--- src/vector_normalize_cross_macros.svh ---
// Assertion helpers shared by the queue and back RTL files.
// Both expect clk and arst_n in scope.
`ifndef VECTOR_NORMALIZE_CROSS_MACROS_SVH
`define VECTOR_NORMALIZE_CROSS_MACROS_SVH

// cond must never hold at a clock edge out of reset
`define VNC_AST_NEVER(lbl, cond, msg) \
	lbl: assert property (@(posedge clk) disable iff (!arst_n) !(cond)) \
		else $error(msg);

// pre at one edge implies post at the next edge
`define VNC_AST_NEXT(lbl, pre, post, msg) \
	lbl: assert property (@(posedge clk) disable iff (!arst_n) (pre) |=> (post)) \
		else $error(msg);

`endif

--- src/vnc_pkg.sv ---
`default_nettype none
package vnc_pkg;

	localparam int COMPONENT_BITS = 24;
	localparam int CB = COMPONENT_BITS;
	localparam int VW = 2 * CB + 1;     // signed cross product component
	localparam int MW = 2 * CB;         // component magnitude
	localparam int SW = 2 * MW;         // sum of squares
	localparam int RMW = MW + 2;        // square root partial remainder
	localparam int FRAC_OUT = 30;
	localparam int QW = FRAC_OUT + 1;   // quotient, up to 2^30
	localparam int OW = 32;
	localparam int QDEPTH = 4;
	localparam int QAW = $clog2(QDEPTH);
	localparam int QCW = $clog2(QDEPTH + 1);

	typedef enum logic {
		OP_NORM  = 1'b0,
		OP_CROSS = 1'b1
	} op_t;

	typedef logic [2:0][VW-1:0] vec3_t;

	typedef struct packed {
		logic              zero;
		logic [2:0]        neg;
		logic [2:0][MW-1:0] mag;
		logic [SW-1:0]     sum;
		logic [RMW-1:0]    rem;
		logic [MW-1:0]     root;
	} sq_t;

	typedef struct packed {
		logic              zero;
		logic [2:0]        neg;
		logic [MW-1:0]     m;
		logic [2:0][QW-1:0] q;
		logic [2:0][MW:0]  r;
	} dv_t;

	// one digit pair of floor(sqrt(sum))
	function automatic sq_t sqrt_step(input sq_t s);
		sq_t o;
		logic [RMW-1:0] rem_n;
		logic [RMW-1:0] trial;
		o = s;
		rem_n = {s.rem[RMW-3:0], s.sum[SW-1 -: 2]};
		trial = {s.root, 2'b01};
		o.sum = {s.sum[SW-3:0], 2'b00};
		if (rem_n >= trial) begin
			o.rem = rem_n - trial;
			o.root = {s.root[MW-2:0], 1'b1};
		end else begin
			o.rem = rem_n;
			o.root = {s.root[MW-2:0], 1'b0};
		end
		return o;
	endfunction

	// integer bit of mag / m (mag <= m)
	function automatic dv_t div_init(input sq_t s);
		dv_t o;
		o.zero = s.zero;
		o.neg = s.neg;
		o.m = s.root;
		for (int i = 0; i < 3; i++) begin
			if (s.mag[i] >= s.root) begin
				o.q[i] = QW'(1);
				o.r[i] = {1'b0, s.mag[i]} - {1'b0, s.root};
			end else begin
				o.q[i] = '0;
				o.r[i] = {1'b0, s.mag[i]};
			end
		end
		return o;
	endfunction

	// one fraction bit per lane, restoring
	function automatic dv_t div_step(input dv_t s);
		dv_t o;
		logic [MW:0] r2;
		o = s;
		for (int i = 0; i < 3; i++) begin
			r2 = {s.r[i][MW-1:0], 1'b0};
			if (r2 >= {1'b0, s.m}) begin
				o.r[i] = r2 - {1'b0, s.m};
				o.q[i] = {s.q[i][QW-2:0], 1'b1};
			end else begin
				o.r[i] = r2;
				o.q[i] = {s.q[i][QW-2:0], 1'b0};
			end
		end
		return o;
	endfunction

endpackage
`default_nettype wire

--- src/vnc_queue.sv ---
`default_nettype none
`include "vector_normalize_cross_macros.svh"
module vnc_queue import vnc_pkg::*; (
	input  logic  clk,
	input  logic  arst_n,
	input  logic  push,
	output logic  full,
	input  vec3_t wdata,
	input  logic  pop,
	output logic  empty,
	output vec3_t rdata
);

	vec3_t          mem_q [QDEPTH];
	logic [QAW-1:0] wr_q, rd_q;
	logic [QCW-1:0] cnt_q;

	assign full = (cnt_q == QCW'(QDEPTH));
	assign empty = (cnt_q == '0);
	assign rdata = mem_q[rd_q];

	always_ff @(posedge clk or negedge arst_n) begin
		if (!arst_n) begin
			wr_q <= '0;
			rd_q <= '0;
			cnt_q <= '0;
		end else begin
			if (push)
				wr_q <= wr_q + 1'b1;
			if (pop)
				rd_q <= rd_q + 1'b1;
			if (push && !pop)
				cnt_q <= cnt_q + 1'b1;
			else if (pop && !push)
				cnt_q <= cnt_q - 1'b1;
		end
	end

	always_ff @(posedge clk) begin
		if (push)
			mem_q[wr_q] <= wdata;
	end

	`VNC_AST_NEVER(a_push_full, push && full, "queue request while full")
	`VNC_AST_NEVER(a_pop_empty, pop && empty, "queue pop while empty")
	`VNC_AST_NEXT(a_cnt_up, push && !pop, cnt_q == $past(cnt_q) + 1'b1, "queue count slip")

endmodule
`default_nettype wire

--- config.mk ---
export PLATFORM = sky130hd
export DESIGN_NAME = vnc_queue
export DESIGN_NICKNAME = d
export VERILOG_FILES = /design/src/vnc_pkg.sv /design/src/vnc_queue.sv
export VERILOG_INCLUDE_DIRS = /design/src /design/src/src
export SDC_FILE = /design/constraint.sdc
export NUM_CORES = 1
export LEC_CHECK = 0
export BUFFER_PORTS_ARGS = -buffer_cell sky130_fd_sc_hd__buf_2
export CORE_ASPECT_RATIO = 1.1
export CORE_MARGIN = 2
export CORE_UTILIZATION = 61
export CTS_CLUSTER_DIAMETER = 50
export CTS_CLUSTER_SIZE = 8
export DETAILED_ROUTE_END_ITERATION = 10
export PLACE_DENSITY = 0.84
export SYNTH_ARGS = -nofsm -noshare
export SYNTH_HDL_FRONTEND = slang
export SYNTH_SLANG_ARGS = --single-unit
--- constraint.sdc ---
create_clock -name clk -period 13.9 [get_ports clk]
set_clock_uncertainty 0.05 [all_clocks]
set_input_delay 0.695 -clock clk [delete_from_list [all_inputs] [get_ports clk]]
set_output_delay 0.695 -clock clk [all_outputs]
set_load 0.03 [all_outputs]
==> results.py <==
metrics = {
    "clocking": {
        "htreeDepth": 3,
        "clk_latency_ns": 0.57,
        "cts_made_buffers": 84,
        "root_buffer": "clkbuf_16",
        "clk_pin_slew_worst_paths_ns": 0.05,
        "cts_hold_buffers": 1,
        "post-cts-setup-buffers": 0,
        "cts-resized-gates": 0,
        "clk_path_buf_depth": 3,
        "cts_tree": "done",
        "clock_sinks": 595,
    },
    "sta": {
        "rsz0062_at_grt": "no",
        "fmax_ghz": 0.222,
        "period_share": 0.324,
        "hold_viol": 0,
        "hold-worst-slack_ns": 0.278,
        "slew_violations": 0,
        "setup_violations": 0,
        "min_period_ns": 4.50,
        "tightest_slew_ns": 1.06,
        "slew_headroom": 0.292,
        "finalSetupTns_ns": 0,
    },
    "hold_path": {
        "hp-class": "input port to flop",
    },
    "synth": {
        "yosysWarnings": 0,
        "synth-main-ff-cell": "edfxtp_1",
        "yosysMostFrequentCell": "edfxtp_1",
        "synth_cells": 802,
        "synth_top_area_share": 0.817,
        "synth.area.top_cells": "edfxtp_1, mux4_2, dfrtp_1, buf_6, buf_2",
        "postSynth.asyncResetShare": 0.0118,
        "ys_seq_area_frac": 0.825,
        "synth_edf_count": 588,
        "yosys-top-cells-count": "edfxtp_1, mux4_2, buf_2",
        "synth_fp_nets": 959,
        "ys_types": 20,
        "synth_top_area_cell": "edfxtp_1",
        "avgSynthCellArea_um2": 26.9,
        "synth_area_um2": 21600,
        "ys_ff_latch": 595,
    },
    "power": {
        "peakVddDrop_mv": 0.183,
        "leakage_nw": 8.89,
        "power_frac_seq": 0.402,
        "switchingPower_mw": 2.05,
        "clock_power_share": 0.286,
        "p_per_area_nw_per_um2": 240,
        "pwr-share-comb": 0.312,
        "p_int_mw": 4.14,
        "p_sw_frac": 0.332,
    },
    "worst_setup_path": {
        "crit_path_start_kind": "flop",
        "timing.critical_path.buf_inv": 3,
        "critPathKind": "flop to output port",
        "critPathTopFamily": "buffers and inverters",
        "path_cells": "buf_4 -> buf_4 -> mux4_2 -> buf_2",
        "slowest_stage": "dfrtp_4",
        "worst_path_most_repeated_cell": "buf_4",
        "arrival_ns": 3.75,
        "path_max_fanout": 45,
        "end_kind": "output port",
        "slowest_delay_ns": 0.85,
        "crit_required_ns": 13.15,
    },
    "cells_and_area": {
        "drive_gt1_frac": 0.470,
        "multi_input_area_um2": 3520,
        "area_growth_pct": 19.5,
        "fillers": 1866,
        "final_nets": 1325,
        "final_cell_area_um2": 25800,
        "regArea_um2": 17800,
        "utilization": 0.737,
    },
    "detailed_routing": {
        "totalWireLength_um": 43500,
        "wl_per_cell_um": 26.6,
        "drc": 0,
        "dr.pass1.iters": 5,
        "num_vias": 9938,
        "ant_nets": 0,
        "drt_iter0_markers": 921,
        "vias_per_cell": 6.07,
    },
    "floorplanning": {
        "dieArea_um2": 36900,
        "num_rows": 72,
        "io_pins": 300,
        "dieWidth_um": 183,
        "start_util": 0.617,
        "die_h_um": 201,
        "core-area_um2": 35000,
    },
    "status": {
        "status": "complete, no violations",
    },
    "global_routing": {
        "grt_pass1_wl_um": 64700,
        "grt_max_degree": 70,
        "first_global_vias": 10800,
        "antenna_found_initial": 17,
        "track_usage": 0.240,
        "overflow": 0,
    },
    "place": {
        "io_buffers": 299,
        "hpwl_um": 23200,
        "place_area_um2": 23500,
        "globalplace.congestion": 0.759,
    },
    "flow_run": {
        "max_cap_violations": 0,
    },
}
==> logic make-up after synthesis <==
| group | Yosys count | share of synthesized area |
|---|---|---|
| muxes | 148 | 0.154 |
| and+or+nand+nor | 9 | 0.00226 |
| AOI/OAI and AO/OA | 1 | 0.000231 |
| adders and majority gates | 6 | 0.00382 |
| xor gates and xnor gates | 6 | 0.00243 |
| buffers and inverters | 37 | 0.0123 |
| DFF | 595 | 0.825 |
==> per-layer routing <==
| layer | track usage | wire (um) | share of wire |
|---|---|---|---|
| met3 | 0.0659 | 3590 | 0.083 |
| met2 | 0.391 | 22400 | 0.52 |
| met5 | 0 | 95 | 0.0022 |
| met4 | 0.0986 | 1370 | 0.031 |
| met1 | 0.310 | 16100 | 0.37 |
==> state kept, by name, summed over array words and instances (netlist names) <==
signal and flops:
mem_q 588, wr_q 2, cnt_q 3, rd_q 2
==> layout make-up <==
cell class | instances | area share
diodes | 10 | 0.000969
flip-flops and latches | 595 | 0.691
clock buffers | 96 | 0.0856
multi-input cells | 170 | 0.136
repair buffers | 313 | 0.0621
inverters | 4 | 0.000581
clock inverters | 6 | 0.00223
well taps | 444 | 0.0215
==> path summary, 6_finish.rpt <==
path | end | from | slack (ns) | depth (start not counted)
max reg2reg | mem_q[0][65]$_DFFE_PP_ | wr_q[0]$_DFFE_PN0P_ | 10.64 | 5
min in group asynchronous | cnt_q[2]$_DFFE_PN0P_ | arst_n | 0.46 | 2
max | rdata[95] | rd_q[0]$_DFFE_PN0P_ | 9.40 | 4
max in group asynchronous | rd_q[1]$_DFFE_PN0P_ | arst_n | 13.13 | 2
min | mem_q[3][7]$_DFFE_PP_ | wdata[7] | 0.28 | 1
min reg2reg | cnt_q[2]$_DFFE_PN0P_ | cnt_q[2]$_DFFE_PN0P_ | 0.47 | 1
==> through the flow <==
step / setup slack (ns) / power (mW) / std cells
detailed placement: 9.86 / 4.44 / 1525
floorplan: 9.28 / 3.96 / 802
global route: 9.05 / 6.42 / 1637
global placement: 9.81 / 4.41 / 1525
CTS: 9.23 / 6.25 / 1628
finish: 9.40 / 6.19 / 1638
==> worst reg2reg max path, delay by kind of cell, from the launching register on <==
| kind | cells | cell delay, ns |
|---|---|---|
| buffers and inverters | 3 | 1.61 |
| and+or+nand+nor | 1 | 0.59 |
| DFF | 1 | 0.42 |
| adders and majority gates | 1 | 0.14 |
==> power groups by stage <==
| stage | Combinational, mW | Clock, mW | Sequential (mW) |
|---|---|---|---|
| final | 1.93 | 1.77 | 2.49 |
| after global routing | 2.03 | 1.88 | 2.51 |
| after CTS | 1.95 | 1.80 | 2.49 |
| after detailed placement | 1.93 | 0 | 2.51 |
| after global placement | 1.93 | 0 | 2.48 |
| after floorplan | 1.49 | 0 | 2.48 |
==> cells in the final DEF, fill, tap and decap left out, drive strengths merged <==
cell | synthesis | layout
and2 | 4 | 4
buf | 31 | 312
clkbuf | 2 | 96
clkinv | 0 | 4
dfrtp | 7 | 7
diode | 0 | 10
dlygate4sd3 | 0 | 1
edfxtp | 588 | 588
fa | 1 | 1
ha | 5 | 5
inv | 4 | 6
mux2 | 1 | 1
mux4 | 147 | 147
nand2 | 2 | 2
nor2 | 1 | 1
nor3 | 1 | 1
nor3b | 1 | 1
o21ai | 1 | 1
xnor2 | 2 | 2
xor2 | 4 | 4
No activity file was read; power rests on OpenSTA's default activity.
